$ cat src/rtl/heightmap_normal_map_top_assert.svh
// Assertion macros used by the top-level RTL file.
`ifndef HEIGHTMAP_NORMAL_MAP_TOP_ASSERT_SVH
`define HEIGHTMAP_NORMAL_MAP_TOP_ASSERT_SVH
`ifndef SYNTHESIS
// Same-cycle implication.
`define HMN_ASSERT_IMP(lbl, clk, rstn, ante, cons) \
  lbl: assert property (@(posedge clk) disable iff (!rstn) (ante) |-> (cons)) \
    else $error("assertion failed");
// Next-cycle implication.
`define HMN_ASSERT_NXT(lbl, clk, rstn, ante, cons) \
  lbl: assert property (@(posedge clk) disable iff (!rstn) (ante) |=> (cons)) \
    else $error("assertion failed");
`else
`define HMN_ASSERT_IMP(lbl, clk, rstn, ante, cons)
`define HMN_ASSERT_NXT(lbl, clk, rstn, ante, cons)
`endif
`endif

$ cat src/rtl/hmn_pkg.sv
package hmn_pkg;

  localparam int SCALE_W = 8;
  localparam logic [SCALE_W-1:0] SCALE_RST = 8'd127;

  // Quotient digits searched per component.
  localparam int Q_W = 8;
  localparam logic [Q_W-1:0] Q_CAP = 8'd128;
  localparam logic [Q_W-1:0] Q_POS_MAX = 8'd127;

  localparam int POS_W = 6;
  localparam int HEIGHT_W = 16;

endpackage

$ cat src/rtl/hmn_qsrch.sv
module hmn_qsrch #(
  parameter int DW = 34,
  parameter int NW = 48
) (
  input  logic                    clk_i,
  input  logic                    rst_ni,
  input  logic                    start_i,
  input  logic [DW-1:0]           d_i,
  input  logic [NW-1:0]           num_i,
  output logic                    done_o,
  output logic [hmn_pkg::Q_W-1:0] q_o
);

  localparam int TW = ((DW + 18) > (NW + 1)) ? (DW + 18) : (NW + 1);

  // Track P = q*q*d and Q = q*d so a trial digit costs only shifts and adds.
  logic [TW-1:0] d_q, num_q, p_q, qd_q, qt_q, t_q, trial;
  logic [hmn_pkg::Q_W-1:0] q_q;
  logic [2:0] b_q;
  logic ph_q, busy_q, done_q;

  assign trial = t_q + (qd_q << ({1'b0, b_q} + 4'd1));

  always_ff @(posedge clk_i or negedge rst_ni) begin
    if (!rst_ni) begin
      d_q <= '0; num_q <= '0; p_q <= '0; qd_q <= '0; qt_q <= '0; t_q <= '0;
      q_q <= '0; b_q <= '0; ph_q <= 1'b0; busy_q <= 1'b0; done_q <= 1'b0;
    end else begin
      done_q <= 1'b0;
      if (start_i) begin
        d_q    <= TW'(d_i);
        num_q  <= TW'(num_i);
        p_q    <= '0;
        qd_q   <= '0;
        q_q    <= '0;
        b_q    <= 3'd7;
        ph_q   <= 1'b0;
        busy_q <= 1'b1;
      end else if (busy_q) begin
        if (!ph_q) begin
          t_q  <= p_q + (d_q << {b_q, 1'b0});
          qt_q <= qd_q + (d_q << b_q);
          ph_q <= 1'b1;
        end else begin
          if (trial <= num_q) begin
            p_q      <= trial;
            qd_q     <= qt_q;
            q_q[b_q] <= 1'b1;
          end
          ph_q <= 1'b0;
          if (b_q == 3'd0) begin
            busy_q <= 1'b0;
            done_q <= 1'b1;
          end else begin
            b_q <= b_q - 3'd1;
          end
        end
      end
    end
  end

  assign done_o = done_q;
  assign q_o    = q_q;

endmodule

$ cat config.mk
export PLATFORM = sky130hd
export DESIGN_NAME = hmn_qsrch
export DESIGN_NICKNAME = d
export VERILOG_FILES = /design/src/rtl/heightmap_normal_map_top_assert.svh /design/src/rtl/hmn_pkg.sv /design/src/rtl/hmn_qsrch.sv
export SDC_FILE = /design/constraint.sdc
export NUM_CORES = 1
export LEC_CHECK = 0
export ABC_AREA = 1
export ABC_CLOCK_PERIOD_IN_PS = 12900
export BUFFER_PORTS_ARGS = -buffer_cell sky130_fd_sc_hd__buf_2
export CAP_MARGIN = 0
export CORE_MARGIN = 2
export CORE_UTILIZATION = 30
export DETAILED_ROUTE_END_ITERATION = 6
export PLACE_DENSITY = 0.56
export RECOVER_POWER = 25
export SETUP_SLACK_MARGIN = 0.5
export SLEW_MARGIN = 20
export SYNTH_ARGS = -nofsm -noshare
export SYNTH_HDL_FRONTEND = slang
export SYNTH_SLANG_ARGS = --single-unit
$ cat constraint.sdc
create_clock -name clk_i -period 12.9 [get_ports clk_i]
set_clock_uncertainty 0.05 [all_clocks]
set_input_delay 1.935 -clock clk_i [delete_from_list [all_inputs] [get_ports clk_i]]
set_output_delay 1.935 -clock clk_i [all_outputs]
set_load 0.005 [all_outputs]
=== Word level (Yosys, flattened, before mapping) ===
Cells that the tools add are included.

* Flip-flop bits (word level): 304
* Latch bits: 0
* Bits in writable memories: 0
* Bits in read-only memories: 0
* Input port bits: 85
* Output and inout port bits: 9
* Logic and storage cells: 63
* Memories: 0

* $add $sub $neg: 5
* $mul: 0
* Divide/modulo/power cells: 0
* Order comparisons: 3
* Equal/unequal tests: 1
* Shift-type cells: 3
* Mux-type cells: 29
* Bitwise logic cells: 3
* Reduce and logical (&&, ||, !) cells: 8

{| class="wikitable"
|+ Operator list
! kind !! number
|-
| two-way mux 52 bit || 8
|-
| adder 52 bit || 3
|-
| <= comparator 52 x 48 -> 1 bit || 1
|-
| << shifter 34 x 3 -> 52 bit || 1
|-
| << shifter 34 x 4 -> 52 bit || 1
|-
| << shifter 52 x 4 -> 52 bit || 1
|-
| two-way mux 8 bit || 4
|-
| two-way mux 1 bit || 12
|-
| two-way mux 3 bit || 4
|-
| AND reduction 3 bit || 3
|-
| OR 8 bit || 1
|-
| nonzero test 2 bit || 3
|-
| adder 3 x 1 -> 4 bit (second input constant) || 1
|-
| < comparator 3 x 4 -> 1 bit (second input constant) || 1
|-
| demux 1 bit (select 3 bit) || 1
|-
| greater-or-equal comparator 3 x 1 -> 1 bit (second input constant) || 1
|-
| zero test 3 bit || 1
|-
| subtractor 3 x 1 -> 3 bit (second input constant) || 1
|-
| inequality test 2 bit (second input constant) || 1
|-
| NOT 1 bit || 2
|-
| logical AND 1 bit || 1
|}

=== Depth between registers and ports, before layout ===
* Depth after elaboration: 9
* Depth in mapped cells: 45

=== Worst setup path after synthesis ===
Ideal clock, no wire load.

* Path kind: register to register
* From: register b_q[0]
* To: register p_q[10]
* Library setup time: 66 ps
* Data arrival time: 6057 ps
* Required time: 12784 ps
* Slack: 6727 ps
* Cell stages (with the launch flop): 43
* Buffers on the path: 9
* Cell sequence: dfrtp_1 -> inv_2 -> buf_6 -> clkbuf_1 -> clkbuf_1 -> buf_1 -> ha_1 -> clkbuf_1 -> clkbuf_1 -> clkbuf_1 -> nand2_1 -> o21ai_0 -> nand2_1 -> o21ai_0 -> nor2_1 -> ha_1 -> nand2_1 -> nor2_1 -> [... 7 more ...] -> inv_1 -> ha_1 -> nand2_1 -> nor2_1 -> nand2_1 -> nor4_1 -> nand2_1 -> nand2_1 -> nand2_1 -> nand2_1 -> nand2_1 -> nand2_1 -> nand2_1 -> nand3_2 -> buf_2 -> buf_2 -> nand3_1 -> nand2_1

* Longest elaborated chain between the ends: 7
* Elaborated cells on any way between the ends: 10

{| class="wikitable"
|+ Ends and longest elaborated chain
! what !! RTL line !! text
|-
| from (decl) || hmn_qsrch.sv:19 || <nowiki>logic [2:0] b_q;</nowiki>
|-
| from (signal assigned) || hmn_qsrch.sv:55 || <nowiki>b_q <= b_q - 3'd1;</nowiki>
|-
| adder 3 x 1 -> 4 bit (*) || hmn_qsrch.sv:22 || <nowiki>assign trial = t_q + (qd_q << ({1'b0, b_q} + 4'd1));</nowiki>
|-
| << shifter 52 x 4 -> 52 bit (*) || hmn_qsrch.sv:22 ||
|-
| adder 52 bit (*) || hmn_qsrch.sv:22 ||
|-
| parallel branches: the longest is 4 deep, another holds <= comparator 52 x 48 -> 1 bit || -- ||
|-
| to (signal assigned) || hmn_qsrch.sv:46 || <nowiki>p_q <= trial;</nowiki>
|-
| to (decl) || hmn_qsrch.sv:17 || <nowiki>logic [TW-1:0] d_q, num_q, p_q, qd_q, qt_q, t_q, trial;</nowiki>
|}

Mark *: on every way between the ends. The select of a mux whose other input is x is not followed.
A chain may end at the register's enable or synchronous reset.

=== Worst setup path in the final report ===
* From: register b_q[0]
* To: register p_q[32]

Same word-level chain as after synthesis.

==> results.sh <==
export IMPL_synth_area_top_cells="dfrtp_1 (27%), nand2_1 (20%), ha_1 (8.5%)"
export IMPL_drive_gt1_frac=0.05565
export IMPL_worstHoldPathType="register to register"
export IMPL_ys_seq_area_frac=0.2715
export IMPL_drt_iter0_drc=2438
export IMPL_syn_to_final_growth_pct=10.29
export IMPL_critPathArrivalTime_ns=9.74
export IMPL_grt_setup_unrepaired="no"
export IMPL_wl_per_cell_um=19.23
export IMPL_cpMaxStageDelayCell="inv_2"
export IMPL_grt_max_degree=95
export IMPL_ant_nets=0
export IMPL_ys_top_cells_by_count="nand2_1 (1516), inv_1 (564), nor2_1 (427)"
export IMPL_dr_total_vias=29740
export IMPL_track_usage=0.2327
export IMPL_core_rowCount=112
export IMPL_synth_ff_type="dfrtp_1"
export IMPL_slew_headroom=-2.775
export IMPL_setup_violations_final=0
export IMPL_cts_setup_buffers=0
export IMPL_synth_cells=4576
export IMPL_initial_utilization=0.3015
export IMPL_grt_pass1_vias=28510
export IMPL_syn_avg_cell_area_um2=6.122
export IMPL_pin_count=94
export IMPL_synth_top_cell_area_share=0.2715
export IMPL_setup_slack_ns=3.550
export IMPL_place_gp_congestion=1.008
export IMPL_yosysWarnings=0
export IMPL_grt_pass1_wl_um=170100
export IMPL_clock_latency_ns=0.61
export IMPL_synth_edf_count=0
export IMPL_antenna_found_initial=1
export IMPL_yosysMostFrequentCell="nand2_1"
export IMPL_critPathMaxFanout=75
export IMPL_cp_top_family="simple AND/OR/NAND/NOR gates"
export IMPL_die_x_um=309.6
export IMPL_max_freq_mhz=107.0
export IMPL_placed_area_mm2=0.02956
export IMPL_htreeDepth=2
export IMPL_worstSetupPathType="register to register"
export IMPL_wl_um=112600
export IMPL_whs_ns=0.4264
export IMPL_io_buffer_count=93
export IMPL_grt_overflow_total=0
export IMPL_cp_start_kind="register"
export IMPL_worstSetupEndpointType="register"
export IMPL_cts_buffers=40
export IMPL_crit_top_cell="nand2_1"
export IMPL_slew_violations=433
export IMPL_ys_ff_latch=304
export IMPL_synth_top_area_cell="dfrtp_1"
export IMPL_cts_resized=0
export IMPL_core_area_mm2=0.09291
export IMPL_hpwlAfterDp_um=89400
export IMPL_drc=0
export IMPL_cts_buffer_depth=3
export IMPL_final_area_mm2=0.03090
export IMPL_hold_viol=0
export IMPL_max_vdd_ir_drop_mv=0.1168
export IMPL_powerDensity_mw_per_mm2=297.9
export IMPL_synth_area_mm2=0.02802
export IMPL_finalSetupTns_ns=0
export IMPL_max_stage_delay_ns=0.66
export IMPL_clkTransAtPathRegs_ns=0.08
export IMPL_n_fill_cell=10540
export IMPL_cts_tree="built"
export IMPL_yosys_cell_types_count=49
export IMPL_maxCapViolations=7
export IMPL_outcome="finished with violations"
export IMPL_drt_first_pass_iters=6
export IMPL_p_leak_nw=15.97
export IMPL_cts_sinks=304
export IMPL_pre_cts_ws_ns=3.683
export IMPL_failed_checks="capacitance limit, slew limit"
export IMPL_die_h_um=309.6
export IMPL_die_area_mm2=0.09585
export IMPL_syn_num_nets=4855
export IMPL_viasPerCell=5.081
export IMPL_async_flop_share=1.000
export IMPL_nets=4849
export IMPL_min_period_ns=9.350
export IMPL_cts_hold_buffers_added=0
export IMPL_diodes=0
export IMPL_fin_crit_sh=0.7248
export IMPL_cts_root_buffer="clkbuf_16"
export IMPL_tightest_slew_ns=5.663
export IMPL_path_buf_inv=6
export IMPL_required_ns=13.29
==> registers in the layout (all words and copies together) (netlist names) <==
name    cells
busy_q      1
qt_q       52
num_q      48
q_o         8
t_q        52
qd_q       52
p_q        52
ph_q        1
d_q        34
b_q         3
done_o      1
==> final timing paths <==
kind	depth (start not counted)	slack, ns	to	startpoint
setup / recovery	35	3.55	p_q[32]	b_q[0]
hold / removal	2	0.43	qt_q[36]	qt_q[36]
setup reg to reg	35	3.55	p_q[32]	b_q[0]
hold reg to reg	2	0.43	qt_q[36]	qt_q[36]
max in group asynchronous	2	4.40	b_q[0]	rst_ni
min in group asynchronous	1	3.39	qt_q[36]	rst_ni
==> power by group <==
group	total (mW)	internal (mW)	switching [mW]	leakage, nW
clock	1.17	0.697	0.477	0.655
sequential	1.49	1.22	0.265	3.87
combinational	6.54	2.03	4.51	11.4
total	9.20	3.95	5.25	16.0
==> worst min-delay path, delay by kind of cell (launching register included) <==
kind / cells / cell delay, ns
flops: 1 / 0.34
simple gates: 2 / 0.10
==> logic make-up (layout without fill, tap and decap cells) <==
kind of cell    count (synthesis)  count (layout)  share of synthesized area
simple gates                 2434            2434                     0.3534
compound gates                784             784                     0.1493
buf+inv                       760             784                     0.1064
flops                         304             304                     0.2715
fa+ha+maj                     194             194                    0.08745
xor+xnor                       84              84                    0.02626
mux                            16              16                   0.005716
==> through the flow <==
step,std cells,power [mW],utilization
after floorplan,4576,5.847,-
after global placement,5781,7.924,0.3181
after detailed placement,5781,7.926,0.3181
after CTS,5853,9.152,0.3327
after global routing,5854,10.10,0.3326
final,5854,9.205,0.3326
==> cell type report <==
cell class	count	area [µm²]	share of cell area
repair buffers	123	693.2	0.02243
well taps	1254	1569	0.05078
multi-input cells	3512	17460	0.5651
flip-flops and latches	304	7611	0.2463
clock inverters	15	175.2	0.005669
clock buffers	57	1176	0.03806
inverters	589	2213	0.07163
==> cell usage in the layout (no fill, tap or decap), drive strengths merged <==
cell      netlist  final
or2            29     29
nand2        1518   1518
a21o           12     12
ha            191    191
a22oi           3      3
a31oi          36     36
a21boi          9      9
o31ai           4      4
clkbuf        120     63
clkinv          1      6
nand3b          5      5
dfrtp         304    304
nand4          27     27
o21ai         392    392
clkinvlp        0      5
xor2           46     46
and3            1      1
nand3         366    366
o22ai          13     13
bufinv          0      3
a221oi          1      1
a21oi         267    267
and2            3      3
xnor2          38     38
buf            51    117
o21bai         24     24
fa              3      3
a32o            2      2
inv           588    590
nand2b          1      1
o21a           10     10
mux2i          16     16
a22o            1      1
nor4           20     20
a211oi          2      2
o211ai          8      8
or3b            1      1
nor3           29     29
nor2          434    434
==> per-layer routing <==
layer  wire, µm  GRT usage  up-vias
met1      52600     0.3276    13940
met4       4941    0.09618        2
met3       6665    0.02473      197
met2      48340     0.3616      926
met5          8          0        -
li1           -          -    14670
Power figures use the tool's default switching activity.
