**src/rtl/heightmap_normal_map_top_assert.svh**
```systemverilog
// Assertion macros used by the top-level RTL file.
`ifndef HEIGHTMAP_NORMAL_MAP_TOP_ASSERT_SVH
`define HEIGHTMAP_NORMAL_MAP_TOP_ASSERT_SVH
`ifndef SYNTHESIS
// Same-cycle implication.
`define HMN_ASSERT_IMP(lbl, clk, rstn, ante, cons) \
  lbl: assert property (@(posedge clk) disable iff (!rstn) (ante) |-> (cons)) \
    else $error("assertion failed");
// Next-cycle implication.
`define HMN_ASSERT_NXT(lbl, clk, rstn, ante, cons) \
  lbl: assert property (@(posedge clk) disable iff (!rstn) (ante) |=> (cons)) \
    else $error("assertion failed");
`else
`define HMN_ASSERT_IMP(lbl, clk, rstn, ante, cons)
`define HMN_ASSERT_NXT(lbl, clk, rstn, ante, cons)
`endif
`endif

```
**src/rtl/hmn_smul.sv**
```systemverilog
module hmn_smul #(
  parameter int W = 24
) (
  input  logic           clk_i,
  input  logic           rst_ni,
  input  logic           start_i,
  input  logic [W-1:0]   a_i,
  input  logic [W-1:0]   b_i,
  output logic           done_o,
  output logic [2*W-1:0] p_o
);

  localparam int CNT_W = $clog2(W + 1);

  logic [2*W-1:0] acc_q;
  logic [2*W-1:0] a_q;
  logic [W-1:0]   b_q;
  logic [CNT_W-1:0] cnt_q;
  logic           busy_q;
  logic           done_q;

  // Shift-add: one multiplier bit per cycle.
  always_ff @(posedge clk_i or negedge rst_ni) begin
    if (!rst_ni) begin
      acc_q  <= '0;
      a_q    <= '0;
      b_q    <= '0;
      cnt_q  <= '0;
      busy_q <= 1'b0;
      done_q <= 1'b0;
    end else begin
      done_q <= 1'b0;
      if (start_i) begin
        acc_q  <= '0;
        a_q    <= {{W{1'b0}}, a_i};
        b_q    <= b_i;
        cnt_q  <= CNT_W'(W);
        busy_q <= 1'b1;
      end else if (busy_q) begin
        if (b_q[0]) begin
          acc_q <= acc_q + a_q;
        end
        a_q   <= a_q << 1;
        b_q   <= b_q >> 1;
        cnt_q <= cnt_q - CNT_W'(1);
        if (cnt_q == CNT_W'(1)) begin
          busy_q <= 1'b0;
          done_q <= 1'b1;
        end
      end
    end
  end

  assign done_o = done_q;
  assign p_o    = acc_q;

endmodule

```
**config.mk**
```make
export PLATFORM = sky130hd
export DESIGN_NAME = hmn_smul
export DESIGN_NICKNAME = d
export VERILOG_FILES = /design/src/rtl/heightmap_normal_map_top_assert.svh /design/src/rtl/hmn_smul.sv
export SDC_FILE = /design/constraint.sdc
export NUM_CORES = 1
export LEC_CHECK = 0
export ABC_AREA = 1
export BUFFER_PORTS_ARGS = -buffer_cell sky130_fd_sc_hd__buf_4
export CORE_AREA = 2 2 179 181
export DETAILED_ROUTE_END_ITERATION = 10
export DIE_AREA = 0 0 181 183
export SLEW_MARGIN = 15
export SYNTH_ARGS = -nofsm -noshare
export SYNTH_HDL_FRONTEND = slang
export SYNTH_SLANG_ARGS = --single-unit
```
**constraint.sdc**
```tcl
create_clock -name clk_i -period 3.95 [get_ports clk_i]
set_input_delay 0.395 -clock clk_i [delete_from_list [all_inputs] [get_ports clk_i]]
set_output_delay 0.395 -clock clk_i [all_outputs]
set_load 0.02 [all_outputs]
```
Word-level counts from Yosys, hierarchy flattened
Index checks and enable logic that the tools add are counted.
{ "op_classes": {"n_reduce_logical": 3, "muxes": 15, "eq_ne": 1, "addsub": 2} }
{ "ops": {"columns": ["cell", "n"], "rows": [
  ["2-to-1 mux 48 bit", 5],
  ["adder 48 bit", 1],
  ["2-to-1 mux 24 bit", 2],
  ["2-to-1 mux 5 bit", 2],
  ["2-to-1 mux 1 bit", 6],
  ["== test 5 x 1 -> 1 bit (second input constant)", 1],
  ["subtractor 5 x 1 -> 5 bit (second input constant)", 1],
  ["nonzero test 2 bit", 2],
  ["AND reduction 2 bit", 1]
]} }
{ "totals": {"wordCells": 27, "in_bits": 51, "ff_bits": 127} }

Logic depth before layout (Yosys ltp)
Gate-level depths: netlist of run 1.
{ "logic_depth": {"depth_word": 4, "ltp_mapped": 15} }

Worst setup path before layout of run 1
No wires, ideal clock.
{ "synth_path": {"path_kind": "register -> register", "startpoint": "reg acc_q[0], in the netlist p_o[0]", "endpoint": "reg acc_q[40], in the netlist p_o[40]", "synth_period_minus_slack_ns": 2.003, "slack_ns": 1.947, "stages_incl_launch_ff": 15, "n_path_buf": 0, "arrival_ns": 1.886, "path_cell_list": "dfrtp_1 -> ha_1 -> fa_1 -> nand2_1 -> inv_1 -> nand2_1 -> nand2_1 -> nand2_1 -> nand2_2 -> nand2_1 -> nand3_2 -> nand2_2 -> nand3_1 -> nand3_1 -> nand2_1"} }
{ "synth_via": {"elab_chain_len": 4} }
{ "synth_rtl": {"columns": ["element", "line_no", "rtl"], "rows": [
  ["from (decl)", "hmn_smul.sv:15", "logic [2*W-1:0] acc_q;"],
  ["from (signal assigned)", "hmn_smul.sv:41", "acc_q <= acc_q + a_q;"],
  ["adder 48 bit", "hmn_smul.sv:41", null],
  ["2-to-1 mux 48 bit", "hmn_smul.sv:40", "if (b_q[0]) begin"],
  ["2-to-1 mux 48 bit", "hmn_smul.sv:39", "end else if (busy_q) begin"],
  ["2-to-1 mux 48 bit", "hmn_smul.sv:33", "if (start_i) begin"]
]} }
No other way between the ends. The select of a mux whose other input is x is not followed.
A chain may end at the register's enable or synchronous reset.

Worst setup path after layout of run 1
{ "layout_path": {"startpoint": "reg busy_q", "endpoint": "reg acc_q[29], in the netlist p_o[29]"} }
{ "layout_via": {"elab_chain_len": 2} }
{ "layout_rtl": {"columns": ["element", "line_no", "rtl"], "rows": [
  ["from (decl)", "hmn_smul.sv:19", "logic busy_q;"],
  ["from (signal assigned)", "hmn_smul.sv:29", "busy_q <= 1'b0;"],
  ["from (signal assigned)", "hmn_smul.sv:38", "busy_q <= 1'b1;"],
  ["from (signal assigned)", "hmn_smul.sv:47", "busy_q <= 1'b0;"],
  ["nonzero test 2 bit (no source line)", null, null],
  ["AND reduction 2 bit (no source line)", null, null]
]} }
No other way between the ends.

==> flow_summary.ini, run 1 <==
[global_routing]
grt_antenna_before_repair = 0
grt_max_degree = 79
grt_usage = 0.176
grt_pass1_wl_mm = 46.0
grt_pass1_vias = 8644
overflow = 0

[timing]
clock_skew_ps = 10.4
period_share = 0.648
worst_pin_slew_ps = 1110
drv_slew = 0
tns_ps = 0
timing.final.ws_setup_ps = 1390
max_freq_mhz = 390
slew_headroom = 0.258
setup_viol = 0
rsz0062_at_grt = false
finalHoldWorstSlack_ps = -2.29
hold_viol = 2
period_minus_slack_ps = 2560

[route]
routed_wl_mm = 28.2
postRouteAntennaNets = 0
vias = 8895
wl_per_cell_um = 14.6
first_pass_iters = 5
drc = 0
drt-met1-wl_mm = 13.4
routed.top_layer = met4
first_iter_violations = 542
wl_met3_mm = 1.46
vias_per_cell = 4.61
wl_met2_mm = 12.8

[floorplanning]
io_pins = 100
die_y_um = 183
die-width_um = 181
rows = 65
design.core.area_um2 = 31200
die_area_um2 = 33100
initial_utilization = 0.297

[synth]
syn_nets = 1524
syn-cell-area_um2 = 9270
ys.flop_type = dfrtp_1
ys_types = 37
synth_area_leaders = dfrtp_1 (34%), nand2_1 (23%), inv_1 (10%)
synth_seq_area_share = 0.343
ys_warn_count = 0
ys_ff_latch = 127
yosysTopAreaCell = dfrtp_1
synth_edf_count = 0
synth.top_cell.area_share = 0.343
avgSynthCellArea_um2 = 6.51
synthesis.instances = 1423
async_reset_ff_frac = 1.00
synth.most_common_cell = nand2_1
synthTopCellsByCount = nand2_1 (574), inv_1 (250), dfrtp_1 (127), nand3_1 (69), nor2_1 (64)

[clocking]
cts.hold.buffers_added = 0
cts.sinks = 127
cts_tree = built
htreeDepth = 4
insertion_delay_ps = 450
postCtsSetupRepairBufs = 0
clk_pin_slew_ps = 60
cts_made_buffers = 17
ctsResizeCount = 0
cts_buffer_depth = 2
root_buffer = clkbuf_16

[placement]
place_ws_ps = 1290
dp_hpwl_mm = 22.0
gp_congestion = 0.959
postPlaceCellArea_um2 = 10400
port_buffers = 99

[setup_path]
cp_num_buf_inv = 4
crit_fanout = 31
crit_required_ps = 4310
cpMaxStageDelayCell = nor2_4
critPathLaunchType = flip-flop
r2r_slack_ps = 1390
crit_path_end_kind = flip-flop
endpoint = p_o[29]
cp_top_family = buffers and inverters
crit_type = reg2reg
reg2reg_from = busy_q
cp.depth = 8
cp_cell_sequence = buf_4 -> inv_2 -> nor2_4 -> inv_2 -> nor2_4 -> buf_4 -> nand2_1 -> o21ai_1
slowest_delay_ps = 450
crit_path_start = busy_q
reg2reg_to = p_o[29]
reg2reg_depth = 8
arrival_ps = 2920

[outcome]
run_status = finished with violations
violations = hold timing

[finish]
antenna_cells = 0
nNetsFinal = 1616
area_growth_syn_to_layout_pct = 18.7
drive_gt1_frac = 0.141
final_cell_area_um2 = 11000

[run]
drv_cap = 0

[power_and_ir_drop]
power_density_nw_per_um2 = 352
p_leak_nw = 6.21
fin_total_pwr_mw = 3.87
max-vdd-ir-drop_mv = 0.209

[min_path]
hp-class = in2async
[cells in the final DEF, fill, tap and decap left out, drive strengths merged]
master      n
nand2     596
inv       265
dfrtp     127
buf       104
nor2       97
nand3      76
a21oi      51
ha         49
o21ai      43
o221ai     22
a22oi      21
clkbuf     21
nand4      10
nor3        5
o21bai      4
nor4        4
o22ai       4
clkinvlp    4
clkinv      4
o31ai       3
o211ai      3
a21o        2
xnor2       2
or2         2
a32o        2
a22o        2
and2        1
nand3b      1
xor2        1
fa          1
bufinv      1
[report_power, final]
group	leakage, nW	internal (mW)	total (mW)	switching, mW
combinational	4.29	0.286	0.848	0.562
clock	0.266	0.902	1.55	0.647
sequential	1.66	1.39	1.47	0.0765
total	6.21	2.58	3.87	1.29
[worst min-delay path by stage]
stage	from	to	slack, ps	cells past startpoint
floorplan	rst_ni	a_q[0]	100	0
global placement	b_q[5]	b_q[4]	470	2
detailed placement	b_q[21]	b_q[20]	470	2
CTS	rst_ni	done_o	50	1
global route	rst_ni	done_o	70	1
finish	rst_ni	done_o	-2	1
[registers in the layout, indices dropped and copies added (netlist names)]
name	cells
p_o	48
a_q	48
busy_q	1
b_q	24
cnt_q	5
done_o	1
[through the flow]
step,instances,utilization
floorplan,1423,-
global placement,1898,0.334
detailed placement,1898,0.334
CTS,1930,0.352
global route,1930,0.352
finish,1930,0.352
[worst reg2reg max path, stage by stage, from the launching register on]
cell and delay (ps):
dfrtp_1 320, buf_4 270, inv_2 140, nor2_4 450, inv_2 400, nor2_4 350
buf_4 340, nand2_1 100, o21ai_1 130
[routing by layer]
metal  track usage  vias up
met4        0.0540        0
met3        0.0387       35
met1         0.236     4050
met2         0.286      204
li1              -     4606
met5             0        -
[cell families after synthesis]
| logic type | Yosys count | share of synthesized area |
|---|---|---|
| xor gates and xnor gates | 3 | 0.00284 |
| DFF | 127 | 0.343 |
| AOI/OAI and AO/OA | 157 | 0.105 |
| adders and majority gates | 50 | 0.0683 |
| and+or+nand+nor | 792 | 0.361 |
| buffers and inverters | 294 | 0.120 |
[cell type report]
| cell class | instances | area, um^2 |
|---|---|---|
| fill | 3413 | 20200 |
| inverter | 263 | 987 |
| timing repair buffer | 104 | 785 |
| clock inverter | 11 | 109 |
| multi-input combinational | 1002 | 4980 |
| clock buffer | 21 | 460 |
| sequential | 127 | 3180 |
| tap | 402 | 503 |
(Power assumes the default switching activity.)
==> run 2: changes to the inputs <==
==> constraint.sdc (replaced) <==
create_clock -name clk_i -period 2.1 [get_ports clk_i]
set_input_delay 0.21 -clock clk_i [delete_from_list [all_inputs] [get_ports clk_i]]
set_output_delay 0.21 -clock clk_i [all_outputs]
set_load 0.02 [all_outputs]
==> run 2 against run 1 <==
  * The run now ends clean
  * Setup slack worse by 1300 ps
  * Sequential cell count unchanged
  * Fmax is 29% higher
  * Global-route usage grew 0.73 points
  * Via count increased by 7.2%
  * Clock power is 79% higher
  * Core utilization up 5.4 points
  * Power grew 99%
  * Routed wire length up 6.2%
  * Critical endpoint is now p_o[32]
  * Largest cell class unchanged
  * Highest routed layer unchanged
==> flow_summary.ini, run 2 (synthesis gave the netlist of run 1 again) <==
[setup_path]
cp_common_cell = nand2_1
reg2reg_to = p_o[32]
cp_cell_sequence = ha_2 -> nand2_2 -> inv_1 -> nand2_1 -> buf_4 -> nor2_1 -> nand3_2 -> nand2_1 -> nand2_1 -> nand3_1 -> nand2_1
cp_top_family = simple AND/OR/NAND/NOR gates
slowest_delay_ps = 420
crit_required_ps = 2420
cpMaxStageDelayCell = dfrtp_1
critPathLaunchType = flip-flop
crit_type = reg2reg
arrival_ps = 2310
crit_fanout = 5
cp_num_buf_inv = 2
reg2reg_from = p_o[29]
reg2reg_depth = 11
crit_path_end_kind = flip-flop
r2r_slack_ps = 110

[run]
drv_cap = 0

[finish]
final_common_cell = nand2_1
area_growth_syn_to_layout_pct = 36.8
num-fill-cells = 3285
layout.core_utilization = 0.406
antenna_cells = 0
layout_common_cells = nand2_1 (549), inv_1 (248), buf_4 (185)
drive_gt1_frac = 0.244
nNetsFinal = 1734

[clocking]
htreeDepth = 4
insertion_delay_ps = 440
cts.sinks = 127
cts_buffer_depth = 2
cts_made_buffers = 17
cts_tree = built
clk_pin_slew_ps = 60
root_buffer = clkbuf_16

[route]
vias = 9537
drc = 0
routed_wl_mm = 30.0
postRouteAntennaNets = 0
wl_per_cell_um = 14.6
vias_per_cell = 4.66
first_iter_violations = 514
first_pass_iters = 5

[timing]
clock_skew_ps = 15.5
period_minus_slack_ps = 1990
finalHoldWorstSlack_ps = 16.5
setup_viol = 0
slew_headroom = 0.312
drv_slew = 0
hold_viol = 0
max_freq_mhz = 502
period_share = 0.949
worst_pin_slew_ps = 1030

[power_and_ir_drop]
clockPowerShare = 0.360
max-vdd-ir-drop_mv = 0.449
fin_total_pwr_mw = 7.70
power.share.sequential = 0.362
p_leak_nw = 6.76
power_density_nw_per_um2 = 607
switchingPower_mw = 2.61
power.internal_mw = 5.10
sw_frac_of_total = 0.338
power_frac_comb = 0.278

[global_routing]
overflow = 0
grt_antenna_before_repair = 0
grt_max_degree = 56
grt_usage = 0.184
grt_pass1_vias = 9353
grt_pass1_wl_mm = 48.2

[floorplanning]
die-width_um = 181
rows = 65
die_y_um = 183
initial_utilization = 0.297
die_area_um2 = 33100
io_pins = 100
design.core.area_um2 = 31200

[placement]
gp_congestion = 0.954
dp_hpwl_mm = 23.2
port_buffers = 99

[min_path]
holdPathStages = 3
hp-class = in2reg
hold_start = b_i[0]
holdPathEnd = b_q[0]

[outcome]
run_status = completed
-- run 2: cell count changes in the layout (fill, tap and decap cells not counted), sizes merged --
| cell | previous run | this run |
|---|---|---|
| buf | 104 | 188 |
| bufinv | 1 | 0 |
| clkbuf | 21 | 19 |
| clkinv | 4 | 5 |
| clkinvlp | 4 | 2 |
| dlygate4sd3 | 0 | 34 |
| inv | 265 | 269 |
-- run 2: per-stage QoR --
step | area, um^2 | std cells | setup TNS, ps | worst slack (ps)
after global placement | 11000 | 1973 | -164 | -68.4
after detailed placement | 11000 | 1973 | -282 | -101
after global routing | 12700 | 2048 | -64.4 | -14.3
final | 12700 | 2048 | 0 | 108
after floorplan | 9270 | 1423 | 0 | 96.7
after CTS | 11900 | 2038 | 0 | 0.909
-- run 2: timing repair --
action                                 CTS  global route
buffers inserted                         0             9
resized for setup                       12           118
pin swaps                                1             9
setup endpoints to repair                9            33
endpoints found under the hold margin   85             1
hold buffers                            33             1
-- run 2: power groups by stage --
stage / Combinational (mW) / Sequential [mW] / Clock (mW)
2_1_floorplan: 0.950 / 2.85 / 0
3_3_place_gp: 1.81 / 2.77 / 0
3_5_place_dp: 1.82 / 2.78 / 0
4_1_cts: 1.89 / 2.74 / 2.83
5_1_grt: 2.37 / 2.81 / 2.95
6_report: 2.15 / 2.79 / 2.77
-- run 2: worst max path at each step --
stage | cells past startpoint | endpoint | from | slack, ps
2_1_floorplan | 14 | p_o[40] | p_o[0] | 100
3_3_place_gp | 14 | p_o[34] | p_o[7] | -70
3_5_place_dp | 11 | p_o[34] | p_o[0] | -100
4_1_cts | 11 | p_o[33] | p_o[23] | 0.9
5_1_grt | 12 | p_o[45] | p_o[29] | -10
6_report | 11 | p_o[32] | p_o[29] | 110
-- run 2: per-layer routing --
metal	share of wire	wire length (um)	global-route usage
met5	0	0	0
met1	0.47	14200	0.246
met4	0.016	484	0.0433
met2	0.47	14100	0.307
met3	0.040	1200	0.0336
-- run 2: worst min-delay path, cell delays in order --
cell and delay, ps:
buf_4 80, nand2_1 40, o211ai_1 80
-- run 2: cell type report --
type / instances / area, um^2 / share of cell area
multi-input cells: 1002 / 5690 / 0.449
flip-flops and latches: 127 / 3180 / 0.251
repair buffers: 222 / 1780 / 0.140
inverters: 263 / 987 / 0.0778
well taps: 402 / 503 / 0.0397
clock buffers: 19 / 443 / 0.0349
clock inverters: 13 / 100 / 0.00789
